--- config.mk ---
export PLATFORM = sky130hd
export DESIGN_NAME = length_prefixed_field_deframer_core
export DESIGN_NICKNAME = d
export VERILOG_FILES = /design/src/design/lpfd_pkg.sv /design/src/design/lpfd_step.sv /design/src/design/length_prefixed_field_deframer_core.sv
export SDC_FILE = /design/constraint.sdc
export NUM_CORES = 1
export LEC_CHECK = 0
export ABC_AREA = 1
export BUFFER_PORTS_ARGS = -buffer_cell sky130_fd_sc_hd__buf_2
export CAP_MARGIN = 25
export CORE_MARGIN = 2
export CORE_UTILIZATION = 60
export DETAILED_ROUTE_END_ITERATION = 12
export HOLD_SLACK_MARGIN = 0.12
export PLACE_DENSITY = 0.84
export SYNTH_ARGS = -nofsm -noshare
export SYNTH_HDL_FRONTEND = slang
export SYNTH_SLANG_ARGS = --single-unit
export TNS_END_PERCENT = 10
--- constraint.sdc ---
create_clock -name clk -period 2.5 [get_ports clk]
set_input_delay 0.25 -clock clk [delete_from_list [all_inputs] [get_ports clk]]
set_output_delay 0.25 -clock clk [all_outputs]
set_load 0.01 [all_outputs]
--- src/design/lpfd_pkg.sv ---
// Package: types and constants shared by the length-prefixed field deframer.
`timescale 1ns / 1ps

package lpfd_pkg;

  // Bytes in one big-endian length header
  localparam int unsigned HDR_BYTES = 4;
  localparam int unsigned LEN_W     = 8 * HDR_BYTES;
  localparam int unsigned FIELD_W   = 3;

  // End-of-payload report codes
  typedef enum logic [1:0] {
    STATUS_BUSY      = 2'd0,
    STATUS_ACCEPTED  = 2'd1,
    STATUS_TRUNCATED = 2'd2,
    STATUS_TRAILING  = 2'd3
  } status_t;

  // Input word
  typedef struct packed {
    logic [7:0] data_byte;
    logic       last;
  } item_t;

  // Result word
  typedef struct packed {
    logic [7:0]         out_byte;
    logic [FIELD_W-1:0] field_number;
    logic               content_valid;
    logic               field_done;
    status_t            status;
  } result_t;

  // Parser state carried from word to word
  typedef struct packed {
    logic [FIELD_W-1:0] current_field;
    logic [1:0]         header_bytes_seen;
    logic               in_content;
    logic [LEN_W-1:0]   length_or_remaining;
    logic               all_fields_done;
    logic               trailing_seen;
  } parse_state_t;

endpackage

--- src/design/lpfd_step.sv ---
// Module: per-word parse step, next parser state and result for one input word.
`timescale 1ns / 1ps

module lpfd_step #(
  parameter int unsigned FIELD_COUNT = 5
) (
  input  lpfd_pkg::parse_state_t st,
  input  lpfd_pkg::item_t        item,
  output lpfd_pkg::parse_state_t st_next,
  output lpfd_pkg::result_t      res
);
  import lpfd_pkg::*;

  localparam logic [FIELD_W:0] LAST_FIELD_PLUS1 = (FIELD_W+1)'(FIELD_COUNT);

  logic [LEN_W-1:0]   shifted;
  logic [LEN_W-1:0]   dec;
  logic               finish;
  parse_state_t       work;

  assign shifted = {st.length_or_remaining[LEN_W-9:0], item.data_byte};
  assign dec     = st.length_or_remaining - LEN_W'(1);

  always_comb begin
    work   = st;
    res    = '0;
    finish = 1'b0;

    // Header gathering, content tagging, or trailing bytes
    if (st.all_fields_done) begin
      work.trailing_seen = 1'b1;
    end else if (!st.in_content) begin
      work.length_or_remaining = shifted;
      if (st.header_bytes_seen == 2'(HDR_BYTES - 1)) begin
        work.header_bytes_seen = '0;
        if (shifted == '0) begin
          res.field_done   = 1'b1;
          res.field_number = st.current_field;
          finish           = 1'b1;
        end else begin
          work.in_content = 1'b1;
        end
      end else begin
        work.header_bytes_seen = st.header_bytes_seen + 2'd1;
      end
    end else begin
      res.out_byte             = item.data_byte;
      res.content_valid        = 1'b1;
      res.field_number         = st.current_field;
      work.length_or_remaining = dec;
      if (dec == '0) begin
        res.field_done = 1'b1;
        finish         = 1'b1;
      end
    end

    // Field end: advance to the next field or close the frame
    if (finish) begin
      work.in_content          = 1'b0;
      work.header_bytes_seen   = '0;
      work.length_or_remaining = '0;
      if ({1'b0, st.current_field} + (FIELD_W+1)'(1) >= LAST_FIELD_PLUS1) begin
        work.all_fields_done = 1'b1;
        work.current_field   = '0;
      end else begin
        work.current_field = st.current_field + FIELD_W'(1);
      end
    end

    // Final byte: report and clear for the next payload
    st_next = work;
    if (item.last) begin
      priority if (!work.all_fields_done) begin
        res.status = STATUS_TRUNCATED;
      end else if (work.trailing_seen) begin
        res.status = STATUS_TRAILING;
      end else begin
        res.status = STATUS_ACCEPTED;
      end
      st_next = '0;
    end
  end

endmodule

--- src/design/length_prefixed_field_deframer_core.sv ---
// Module: top level of the length-prefixed field deframer.
`timescale 1ns / 1ps

//  channel | dir | handshake                  | word
//  --------+-----+----------------------------+---------------------------------
//  item    | in  | item_valid / item_stall    | data_byte, last
//  result  | out | result_valid / result_stall| out_byte, field_number, flags, status
//
//  One result word per input word; one word per cycle sustained while result_stall is low.
//  The parse step feeds a single result register: a result appears in the cycle after its word is taken.
//  item_stall is high only while a held result is stalled downstream.
//  rst (synchronous) clears the parser state and the result valid flag.

module length_prefixed_field_deframer_core #(
  parameter int unsigned FIELD_COUNT = 5
) (
  input  logic              clk,
  input  logic              rst,
  input  logic              item_valid,
  output logic              item_stall,
  input  lpfd_pkg::item_t   item,
  output logic              result_valid,
  input  logic              result_stall,
  output lpfd_pkg::result_t result
);
  import lpfd_pkg::*;

  parse_state_t st;
  parse_state_t st_next;
  result_t      res_next;
  logic         take;

  // Accept whenever the result register is free or draining this cycle
  assign item_stall = result_valid && result_stall;
  assign take       = item_valid && !item_stall;

  lpfd_step #(
    .FIELD_COUNT(FIELD_COUNT)
  ) u_step (
    .st      (st),
    .item    (item),
    .st_next (st_next),
    .res     (res_next)
  );

  // Parser state
  always_ff @(posedge clk) begin
    if (rst) begin
      st <= '0;
    end else if (take) begin
      st <= st_next;
    end
  end

  // Result register
  always_ff @(posedge clk) begin
    if (rst) begin
      result_valid <= 1'b0;
    end else if (take) begin
      result_valid <= 1'b1;
    end else if (!result_stall) begin
      result_valid <= 1'b0;
    end
  end

  always_ff @(posedge clk) begin
    if (take) begin
      result <= res_next;
    end
  end

`ifndef SYNTH
  // Final byte leaves the parser cleared
  a_clear_after_last: assert property (@(posedge clk) disable iff (rst)
    take && item.last |=> st == '0)
    else $error("parser state not cleared after final byte");

  // While in content, bytes are still owed
  a_content_nonzero: assert property (@(posedge clk) disable iff (rst)
    st.in_content |-> st.length_or_remaining != '0)
    else $error("content state with zero remaining length");

  // After the last field no header or content is open
  a_done_idle: assert property (@(posedge clk) disable iff (rst)
    st.all_fields_done |-> !st.in_content && st.header_bytes_seen == 2'd0)
    else $error("open field after all fields done");

  // Tagged words carry a legal field index
  a_field_range: assert property (@(posedge clk) disable iff (rst)
    result_valid && (result.content_valid || result.field_done)
      |-> {1'b0, result.field_number} < (FIELD_W+1)'(FIELD_COUNT))
    else $error("field number out of range");
`endif

endmodule
; Word level (Yosys, flattened, before mapping)
; Cells that the tools add are included.
[word_totals]
mem_count = 0
elab_cells = 58
ramBits = 0
latchBits = 0
romBits = 0
register_bits = 56
[classes]
magnitude_cmp = 1
n_mul = 0
addsub = 4
div = 0
reduce_logical = 11
shifts = 0
n_eq_ne = 4
mux = 24
bitwise = 1
[ops]
columns = cell, count
row1 = logical NOT 32 bit, 2
row2 = 2-to-1 mux 40 bit, 1
row3 = 2-to-1 mux 39 bit, 1
row4 = 2-to-1 mux 35 bit, 1
row5 = 2-to-1 mux 32 bit, 1
row6 = "subtractor 32 x 1 -> 32 bit, second input constant", 1
row7 = 2-to-1 mux 3 bit, 5
row8 = 2-to-1 mux 1 bit, 12
row9 = 2-to-1 mux 2 bit, 3
row10 = "inequality test 3 x 2 -> 1 bit, second input constant", 2
row11 = AND reduction 2 bit, 3
row12 = "adder 3 x 1 -> 4 bit, second input constant", 1
row13 = "greater-or-equal comparator 4 x 3 -> 1 bit, second input constant", 1
row14 = "adder 3 x 1 -> 3 bit, second input constant", 1
row15 = AND reduction 3 bit, 1
row16 = "adder 2 x 1 -> 2 bit, second input constant", 1
row17 = "equality test 2 bit, second input constant", 1
row18 = logical AND 1 bit, 2
row19 = "inequality test 2 x 1 -> 1 bit, second input constant", 1
row20 = nonzero test 2 bit, 1
row21 = OR reduction 2 bit, 1
row22 = logical NOT 1 bit, 1
row23 = NOT 1 bit, 1

; Longest topological paths before layout
; Gate-level depths: netlist of run 1.
[logic_depth]
word_depth = 7
ltp_mapped = 20

; Hierarchy
; Synthesis of run 1 repeated with hierarchy kept, for this count alone.
[hier_totals]
cells_unflattened = 757
hier_area_um2 = 4553.1
[modules_own_cells]
columns = module, cells_per_inst, area_per_inst_um2, n_inst
row1 = length_prefixed_field_deframer_core, 283, 2362.3, 1
row2 = lpfd_step, 474, 2190.9, 1

; Worst setup path after synthesis of run 1
; Ideal clock, no wire load.
[synth_timing]
kind = register -> register
from = register result_valid
to = register st[10] (netlist name)
setup_ns = 0.070
path_stages_with_launch = 10
slack_ns = 0.094
t_arrival_ns = 2.336
required_ns = 2.430
cell_sequence = dfxtp_1 nand2_1 inv_1 nor2_1 nand2_1 nor2_1 inv_1 o22ai_1 nand2_1 a21oi_1
[synth_via]
elab_chain_len = 4
[synth_rtl]
columns = item, line_no
row1 = from (decl), length_prefixed_field_deframer_core.sv:22  ; output logic result_valid,
row2 = from (signal assigned), length_prefixed_field_deframer_core.sv:58  ; result_valid <= 1'b0;
row3 = from (signal assigned), length_prefixed_field_deframer_core.sv:60  ; result_valid <= 1'b1;
row4 = from (signal assigned), length_prefixed_field_deframer_core.sv:62  ; result_valid <= 1'b0;
row5 = logical AND 1 bit, length_prefixed_field_deframer_core.sv:34  ; assign item_stall = result_valid && result_stall;
row6 = named net item_stall, length_prefixed_field_deframer_core.sv:20  ; output logic item_stall,
row7 = logical NOT 1 bit, length_prefixed_field_deframer_core.sv:35  ; assign take = item_valid && !item_stall;
row8 = logical AND 1 bit, length_prefixed_field_deframer_core.sv:35
row9 = named net take, length_prefixed_field_deframer_core.sv:31  ; logic take;
row10 = AND reduction 2 bit (no line), -
; The timed path passes the listed nets, and every way through them passes these cells.
; A chain may end at the register's enable or synchronous reset.

; Worst setup path in the final report of run 1
[layout_timing]
from = register st[21] (netlist name)
to = register result[1] (netlist bit), data pin
[layout_via]
elab_chain_len = 7
elab_cells_between_ends = 10
cone_classes = 1 x add/sub / 7 x mux / 2 x reduce/logical
[layout_rtl]
columns = item, line_no
row1 = subtractor 32 x 1 -> 32 bit / logical NOT 32 bit (equally long branches), "lpfd_step.sv:22, lpfd_step.sv:36"
row2 = logical NOT 32 bit / 2-to-1 mux 1 bit (equally long branches), "lpfd_step.sv:51, lpfd_step.sv:36"
row3 = "2-to-1 mux 1 bit, on equally long branches", "lpfd_step.sv:51, lpfd_step.sv:34"
row4 = 2-to-1 mux 1 bit *, lpfd_step.sv:32  ; end else if (!st.in_content) begin
row5 = 2-to-1 mux 1 bit *, lpfd_step.sv:30  ; if (st.all_fields_done) begin
row6 = 2-to-1 mux 39 bit *, lpfd_step.sv:58  ; if (finish) begin
row7 = 2-to-1 mux 2 bit *, lpfd_step.sv:73  ; priority if (!work.all_fields_done) begin
row8 = to (signal assigned), length_prefixed_field_deframer_core.sv:68  ; result <= res_next;
row9 = to (decl), length_prefixed_field_deframer_core.sv:24  ; output lpfd_pkg::result_t result
; Every way passes the cells marked *; elsewhere a longest branch is shown, timed or not. The select of a mux whose other input is x is not followed.

==> results of run 1 <==
-- registers in the layout (all words and copies together) (netlist names) --
name / count
result_valid: 1
st: 40
result: 15
-- synthesized netlist by cell type (8+ instances only) --
master / count
nand2_1: 169
nor2_1: 88
inv_1: 63
nand3_1: 45
a21oi_1: 41
dfxtp_1: 41
o21ai_0: 25
edfxtp_1: 15
nand4_1: 11
clkbuf_1: 9
nand2_2: 8
o21ai_1: 8
-- path summary, 6_finish.rpt --
| path | end | cells past startpoint |
|---|---|---|
| hold / removal | result_valid$_SDFFE_PP0P_ | 3 |
| hold reg to reg | st[0]$_SDFFE_PP0P_ | 2 |
| setup reg to reg | result[1]$_SDFFCE_PN0P_ | 16 |
| setup / recovery | result[1]$_SDFFCE_PN0P_ | 16 |
-- power breakdown --
part	total [mW]	internal (mW)	switching, mW
combinational	0.536	0.179	0.357
sequential	0.968	0.950	0.0180
clock	0.527	0.201	0.325
-- layer usage --
layer,wire (µm),GRT usage,vias to the layer above
met1,4494,0.4320,1842
met3,808,0.05761,39
li1,-,-,1947
met4,300,0.1016,0
met5,0,0,-
met2,4912,0.5427,186
-- worst max-delay path, cell delays in order, from the launching register on --
cell and delay, ns:
dfxtp_1 0.40, nor2_1 0.15, nand2_1 0.12, nor2_2 0.25
nand2_1 0.11, o21ai_1 0.13, nand2_1 0.08, nor2_1 0.20
nand2_1 0.10, nor2_2 0.09, nand3_2 0.07, nand2_2 0.08
nand2_4 0.10, nand2_2 0.08, nand2_1 0.07, o21ai_1 0.12
inv_1 0.04
-- kinds of logic (layout without fill, tap and decap cells) --
kind of cell | after synthesis | in the layout
AND/OR/NAND/NOR | 344 | 344
AO/OA/AOI/OAI | 85 | 85
buffers and inverters | 85 | 120
flip-flops | 56 | 56
adder cells (fa/ha/maj) | 6 | 6
XOR/XNOR | 6 | 6
-- placed cells by master (no fill, tap or decap), types with 11 or more instances in the layout --
master and n:
dfxtp_1 37, o21ai_0 24, edfxtp_1 15, nand3_1 43, inv_1 61, nor2_1 78, buf_2 29, buf_4 14
nor2_2 14, nand2_1 165, nand4_1 11, a21oi_1 41
-- cell type report --
cell class	instances	area share
Sequential cell	56	0.3073
Inverter	69	0.06404
Multi-Input combinational cell	441	0.5253
Tap cell	75	0.02255
Clock inverter	2	0.003307
Timing Repair Buffer	43	0.06013
Clock buffer	6	0.01744
-- per-stage QoR --
stage	TNS, ns	util
floorplan	0	-
global placement	0	0.6634
global route	-0.05349	0.6987
detailed placement	-0.03468	0.6634
CTS	0	0.6784
finish	0	0.6987
-- timing repair --
action                                  CTS  global route
hold endpoints to repair                  0             0
gates resized for setup                   1            31
pin swaps                                 1             3
endpoints found under the setup margin    4            18
setup buffers                             0             4
==> qor.yml, run 1 <==
status: "complete, no violations"
synth_top_area_share: 0.2219
clockRootBuffer: "clkbuf_8"
dr.first_iter.drc_count: 366
layout.nets: 635
setup_slack_ns: 0.08835
rows: 28
multiInputGateArea_um2: 2186
diodes: 0
drive_gt1_frac: 0.1702
nFillCells: 522
yosysSeqAreaShare: 0.3437
syn_to_final_growth_pct: 12.52
worstSetupStartpointType: "flop"
power_density_nw_per_um2: 487.8
cts.sinks: 56
dieArea_um2: 6808
die_w_um: 82.51
initial_core_util: 0.6210
grt_max_degree: 46
synthesis.area_um2: 3699
synthTopCellsByArea: "dfxtp_1 (22%), nand2_1 (17%), edfxtp_1 (12%)"
yosysUniqueCellTypes: 36
synthAdderAreaFrac: 0.02030
dpl-instance-area_um2: 3951
cts_max_path_buffers: 2
drc: 0
final-instance-count-excl-fill: 692
synth_compound_area_frac: 0.1218
fin_hold_ws_ns: 0.1770
min_path_type: "input port to flop"
synthCells: 582
synth_xor_area_frac: 0.01624
design_area_um2: 4161
die_height_um: 82.51
fmax_mhz: 414.7
rsz0062_at_grt: "yes"
synth_top_cell_by_area: "dfxtp_1"
hold_viol: 0
core_um2: 5956
gp_congestion: 0.9776
vias_per_cell: 5.801
worst_slew_pin_slew_ns: 0.7530
drv_cap: 0
routedWlPerCell_um: 15.20
fin_crit_sh: 0.9647
cts_tree: "yes"
crit_arrival_ns: 2.51
hpwlAfterDp_um: 7555
ys_ff_latch: 56
cts_hold_buffers: 0
io_buffers: 29
grt.overflow.total: 0
path_class: "flop to flop"
vias: 4014
p_leak_nw: 1.880
reg2reg_from: "st[21]$_SDFFE_PP0P_"
synth_flop_cell: "dfxtp_1"
grt_pass1_wl_um: 17100
syn_nets: 601
synth_simple_gate_area_frac: 0.4093
antenna_left: 0
power_mw: 2.030
place_ws_ns: -0.03468
setup_viol: 0
synth_top_family_by_area: "simple AND/OR/NAND/NOR gates"
cp-end-kind: "flop"
relSlewSlack: 0.4980
r2r_slack_ns: 0.09
io_pins: 30
antenna_found_initial: 0
fin_crit_ns: 2.412
wl_um: 10520
gr-usage-all-layers: 0.3264
yosysWarnings: 0
clk_pin_slew_ns: 0.11
cp-startpoint: "st[21]$_SDFFE_PP0P_"
grt_pass1_vias: 3677
synth-edff-count: 15
synth_mux_area_frac: 0
ir_drop_mv: 0.3833
report.final.slew_viol_count: 0
min_from: "item_valid"
post-place-cells: 680
async_reset_ff_frac: 0
dr.pass1.iters: 5
htreeDepth: 2
synth_area_per_cell_um2: 6.355
numCtsBuffers: 5
seq_area_um2: 1279
critPathMaxFanout: 7
required_ns: 2.59
clk_latency_ns: 0.32
clock_skew_ns: 0.01076
No activity file was read; power rests on OpenSTA's default activity.
==> inputs of run 2 (changes only) <==
CORE_MARGIN = not set   (was 2)
==> run 2 against run 1 <==
Fmax is 0.89% higher. Count of clock-buffer cells in the layout stayed put. Worst setup slack better by 0.021 ns. Sequential share of layout area is 0.10 points lower. Core utilization is 0.86 points higher. Register-to-register slack better by 0.02 ns. Critical path depth is 1 higher. Final cell count is 0.14% higher. Critical path type unchanged. Combinational power hardly changed. Via count is 0.50% lower. Critical endpoint unchanged.
==> qor.yml, run 2 (synthesized netlist as in run 1, its figures left out) <==
status: "complete, no violations"
place_ws_ns: -0.07303  # -0.03834 ns
grt_pass1_vias: 3516  # -4.4%
io_pins: 30  # unchanged
rows: 28  # unchanged
largest_register: "st"
dr_wl_met3_um: 865  # +7.1%
initial_core_util: 0.6247  # +0.003675
clk_pin_slew_ns: 0.11  # about the same
highest_layer: "met4"
cts_hold_buffers: 0  # unchanged
wl_um: 10350  # -1.6%
fin_crit_ns: 2.390  # -0.02132 ns
cts.sinks: 56  # unchanged
critPathMaxFanout: 8  # +1
hpwlAfterDp_um: 7398  # -2.1%
ir_drop_mv: 0.3143  # -18%
fin_crit_sh: 0.9561  # -0.008526
p_clk_frac: 0.258  # about the same
setup_viol: 0  # unchanged
antenna_found_initial: 0  # unchanged
grt.overflow.total: 0  # unchanged
largest_registers: "st (40), result (15), result_valid (1)"
fmax_mhz: 418.4  # +0.89%
drv_cap: 0  # unchanged
cts_max_path_buffers: 2  # unchanged
power_density_nw_per_um2: 484.3  # -0.73%
gp_congestion: 1.002  # +2.5%
dr.pass1.iters: 6  # +1
design_area_um2: 4188  # +0.63%
diodes: 0  # unchanged
comb_power_share: 0.265  # about the same
setup_slack_ns: 0.1097  # +0.02132 ns
vias: 3994  # -0.50%
die_w_um: 80.51  # -2.4%
intPower_mw: 1.329  # about the same
nFillCells: 507  # -2.9%
hold_viol: 0  # unchanged
layout_commonest_cell: "nand2_1"
dr.first_iter.drc_count: 344  # -6.0%
routedWlPerCell_um: 14.93  # -1.7%
largest_reg_flops: 40  # unchanged
cts_tree: "yes"
path_common_cell: "nand2_2"
clk_latency_ns: 0.31  # about the same
syn_to_final_growth_pct: 13.23
worstSetupStartpointType: "flop"
cp_cell_sequence: "nor2_1 > nand2_2 > nor2_8 > buf_4 > nand3_1 > nand2_1 > nor2_1 > nand3_1 > nor2_2 > nand3_2 > nand2_2 > nand2_4 > clkinv_4 > nand2_1 > nand2_2 > o21ai_2 > inv_1"
layout_common_cells: "nand2_1 (165), nor2_1 (74), inv_1 (61)"
path_class: "flop to flop"
required_ns: 2.58  # about the same
seqPwrFrac: 0.477  # about the same
wl_met1_um: 4383  # -2.5%
p_sw_frac: 0.3447  # about the same
layout.nets: 636  # +0.16%
gr-usage-all-layers: 0.3278  # +0.001430
io_buffers: 29  # unchanged
report.final.slew_viol_count: 0  # unchanged
clock_skew_ns: 0.008187  # -0.002575 ns
power_mw: 2.028  # -0.10%
drc: 0  # unchanged
core_um2: 5921  # -0.59%
grt_max_degree: 46  # unchanged
antenna_left: 0  # unchanged
clockRootBuffer: "clkbuf_8"
max_stage_delay_ns: 0.40  # about the same
die_height_um: 80.51  # -2.4%
p_sw_uw: 699.1  # -0.13%
grt_pass1_wl_um: 16500  # -3.5%
min_path_type: "input port to flop"
dpl-instance-area_um2: 3936  # -0.38%
relSlewSlack: 0.5004  # +0.002402
htreeDepth: 2  # unchanged
drive_gt1_frac: 0.1780  # +0.007815
dr_wl_met2_um: 4825  # -1.8%
multiInputGateArea_um2: 2195  # +0.40%
cp-end-kind: "flop"
seq_area_um2: 1282  # +0.29%
vias_per_cell: 5.763  # -0.64%
worst_slew_pin_slew_ns: 0.7494  # -0.003603 ns
cp_slowest_cell: "dfxtp_1"
dieArea_um2: 6482  # -4.8%
numCtsBuffers: 5  # unchanged
p_leak_nw: 1.884  # +0.22%
crit_arrival_ns: 2.47  # -0.04 ns
==> run 2: cell count changes in the layout (fill, tap and decap cells not counted), sizes merged <==
cell and delta:
buf +1
==> run 2: final cells by class <==
class	instances	share of cell area
clock inverter	2	0.003287
timing repair buffer	44	0.06244
inverter	69	0.06424
sequential	56	0.3062
multi-input combinational	441	0.5240
clock buffer	6	0.01733
tap	75	0.02241
==> run 2: per-stage QoR <==
step                      hold WS, ns  setup TNS [ns]  instances    util
after floorplan                0.4048               0        582       -
after global placement         0.4613               0        678  0.6648
after detailed placement       0.4659        -0.07303        678  0.6648
after CTS                      0.1941               0        688  0.6841
after global routing           0.1973        -0.02486        693  0.7073
final                          0.1857               0        693  0.7073
==> run 2: final timing paths <==
| path | cells past startpoint | end | slack (ns) | startpoint |
|---|---|---|---|---|
| setup / recovery | 17 | result[1]$_SDFFCE_PN0P_ | 0.11 | st[6]$_SDFFE_PP0P_ |
| hold / removal | 3 | result_valid$_SDFFE_PP0P_ | 0.19 | item_valid |
| setup reg to reg | 17 | result[1]$_SDFFCE_PN0P_ | 0.11 | st[6]$_SDFFE_PP0P_ |
| hold reg to reg | 2 | result_valid$_SDFFE_PP0P_ | 0.48 | result_valid$_SDFFE_PP0P_ |
==> run 2: per-layer routing <==
metal	vias up	global-route usage
met1	1802	0.4361
met4	0	0.09107
met3	39	0.04773
li1	1945	-
met5	-	0
met2	208	0.5483
==> run 2: power groups by stage <==
| stage | clock [mW] | sequential [mW] | combinational [mW] |
|---|---|---|---|
| floorplan | 0 | 0.990 | 0.349 |
| global placement | 0 | 0.986 | 0.477 |
| detailed placement | 0 | 0.987 | 0.484 |
| CTS | 0.519 | 0.966 | 0.497 |
| global route | 0.549 | 0.970 | 0.593 |
| finish | 0.523 | 0.967 | 0.538 |
==> run 2: worst max-delay path, delay by kind of cell (launching register included) <==
| kind | cells | cell delay, ns |
|---|---|---|
| compound gates | 1 | 0.12 |
| simple gates | 13 | 1.35 |
| buf+inv | 3 | 0.29 |
| flops | 1 | 0.40 |
==> run 2: what timing repair did <==
action | in CTS | in global routing
setup endpoints to repair | 2 | 18
gates resized for setup | 2 | 38
buffers inserted | 2 | 5
pin swaps | 1 | 6
==> inputs of run 3 (changes only) <==
==> constraint.sdc (replaced) <==
create_clock -name clk -period 2.5 [get_ports clk]
set_input_delay 0.75 -clock clk [delete_from_list [all_inputs] [get_ports clk]]
set_output_delay 0.75 -clock clk [all_outputs]
set_load 0.01 [all_outputs]
==> run 3 against run 2 <==
Global-route usage grew 2.0 points. Final cell count grew 1.2%. Routed wire length grew 5.1%. Via count grew 1.3%. First-iteration DRC count grew 15%. Critical endpoint unchanged. Highest routed layer unchanged.
==> qor.yml, run 3 (synthesized netlist as in run 1, its figures left out) <==
path_class: "flop to flop"
numCtsBuffers: 5  # unchanged
dieArea_um2: 6482  # unchanged
r2r_slack_ns: 0.11  # about the same
grt_max_degree: 46  # unchanged
hold_end: "result_valid$_SDFFE_PP0P_"
drive_gt1_frac: 0.1933  # +0.01530
cp-end-kind: "flop"
relSlewSlack: 0.6999  # +0.1995
gp_congestion: 1.021  # +1.9%
syn_to_final_growth_pct: 16.07
whs_path_depth: 2  # -1
p_clk_frac: 0.291  # +0.033
reg2reg_from: "st[3]$_SDFFE_PP0P_"
hpwlAfterDp_um: 7781  # +5.2%
routedWlPerCell_um: 15.51  # +3.9%
vias_per_cell: 5.769  # about the same
worst_slew_pin_slew_ns: 0.4501  # -0.2992 ns
antenna_found_initial: 0  # unchanged
dr.pass1.iters: 5  # -1
hold_viol: 0  # unchanged
crit_arrival_ns: 2.48  # about the same
reg2reg_to: "result[1]$_SDFFCE_PN0P_"
rows: 28  # unchanged
setup_viol: 0  # unchanged
die_w_um: 80.51  # unchanged
rsz0062_at_grt: "yes"
vias: 4044  # +1.3%
clock_skew_ns: 0.007525  # -0.0006624 ns
p_sw_uw: 709.8  # +1.5%
diodes: 0  # unchanged
io_pins: 30  # unchanged
cts.sinks: 56  # unchanged
die_height_um: 80.51  # unchanged
layout.nets: 644  # +1.3%
grt_pass1_wl_um: 17320  # +4.9%
ir_drop_mv: 0.3372  # +7.3%
cts_max_path_buffers: 2  # unchanged
nFillCells: 510  # +0.59%
power_mw: 2.157  # +6.3%
dr.first_iter.drc_count: 394  # +15%
status: "complete, no violations"
fin_crit_ns: 2.392  # +0.001299 ns
ff2ff_path_depth: 17  # unchanged
p_sw_frac: 0.3291  # -0.01559
layout_common_cells: "nand2_1 (163), nor2_1 (75), inv_1 (61)"
clk_latency_ns: 0.32  # about the same
largest_reg_flops: 40  # unchanged
initial_core_util: 0.6247  # unchanged
clk_pin_slew_ns: 0.11  # about the same
setup_tns_ns: 0  # unchanged
gr-usage-all-layers: 0.3481  # +0.02034
drc: 0  # unchanged
largest_registers: "st (40), result (15), result_valid (1)"
fin_util: 0.7251  # +0.01775
clockRootBuffer: "clkbuf_8"
power_density_nw_per_um2: 502.4  # +3.7%
min_path_type: "flop to flop"
grt.overflow.total: 0  # unchanged
grt_pass1_vias: 3717  # +5.7%
seqPwrFrac: 0.449  # -0.028
comb_power_share: 0.261  # -0.004
fin_crit_sh: 0.9567  # about the same
min_from: "result_valid$_SDFFE_PP0P_"
wl_um: 10880  # +5.1%
htreeDepth: 2  # unchanged
drv_cap: 0  # unchanged
intPower_mw: 1.447  # +8.9%
worstSetupStartpointType: "flop"
io_buffers: 29  # unchanged
core_um2: 5921  # unchanged
report.final.slew_viol_count: 0  # unchanged
required_ns: 2.59  # about the same
fmax_mhz: 418.1  # about the same
cts_tree: "yes"
antenna_left: 0  # unchanged
p_leak_nw: 1.942  # +3.1%
layout_commonest_cell: "nand2_1"
critPathMaxFanout: 6  # -2
largest_register: "st"
run 3: how the worst max path moves through the flow:
stage | from | endpoint | slack [ns] | cells past startpoint
2_1_floorplan | result_stall | st[10]$_SDFFE_PP0P_ | 0.02 | 9
3_3_place_gp | st[3]$_SDFFE_PP0P_ | result[1]$_SDFFCE_PN0P_ | 0.02 | 17
3_5_place_dp | st[3]$_SDFFE_PP0P_ | result[1]$_SDFFCE_PN0P_ | -0.12 | 17
4_1_cts | st[20]$_SDFFE_PP0P_ | result[1]$_SDFFCE_PN0P_ | 0.02 | 16
5_1_grt | st[3]$_SDFFE_PP0P_ | result[1]$_SDFFCE_PN0P_ | -0.09 | 17
6_report | st[3]$_SDFFE_PP0P_ | result[1]$_SDFFCE_PN0P_ | 0.11 | 17
run 3: cell type report:
cell class                 count  area (µm²)  share of cell area
clock buffer                   6       72.57             0.01690
clock inverter                 2       38.79            0.009035
inverter                      69       269.0             0.06266
multi-input combinational    441        2216              0.5162
sequential                    56        1281              0.2985
tap                           75       93.84             0.02186
timing repair buffer          52       321.6             0.07491
run 3: critical path, cell delays in order, from the launching register on:
cell	delay, ns
dfxtp_4	0.38
inv_4	0.07
ha_4	0.17
nand2_8	0.07
nor2_8	0.16
buf_6	0.12
xor2_2	0.14
nand2_1	0.09
nor2_1	0.14
nand3_1	0.10
nor2_2	0.13
nand3_2	0.08
nand2_2	0.09
nand2_4	0.10
nand2_4	0.10
nand2_4	0.05
o21ai_2	0.11
inv_1	0.05
run 3: repair_timing:
action                     in CTS  in global routing
pin swaps                       1                 13
resized for setup               2                 41
setup endpoints to repair       6                 18
hold endpoints to repair        0                  0
gates cloned                    0                  0
buffers inserted                3                  6
hold buffers                    0                  0
run 3: metal layers:
layer | routed length, µm | vias to the layer above | global-route usage
met2 | 4967 | 225 | 0.5542
li1 | - | 1954 | -
met3 | 930 | 39 | 0.05909
met4 | 287 | 0 | 0.1357
met5 | 0 | - | 0
met1 | 4689 | 1826 | 0.4658
run 3: power groups by stage:
| stage | combinational (mW) | sequential [mW] | clock (mW) |
|---|---|---|---|
| 6_report | 0.562 | 0.968 | 0.627 |
| 3_5_place_dp | 0.489 | 0.986 | 0 |
| 4_1_cts | 0.508 | 0.965 | 0.624 |
| 2_1_floorplan | 0.349 | 0.990 | 0 |
| 5_1_grt | 0.611 | 0.971 | 0.652 |
| 3_3_place_gp | 0.480 | 0.985 | 0 |
run 3: per-stage QoR:
step                      hold slack (ns)  cells  setup slack [ns]  area, µm²
after floorplan                    0.4505    582           0.02034       3701
after global routing               0.5283    701          -0.08781       4293
after CTS                          0.4915    695           0.02486       4130
after detailed placement           0.4752    684           -0.1166       3984
after global placement             0.4613    684           0.02067       3984
final                              0.4936    701            0.1084       4293
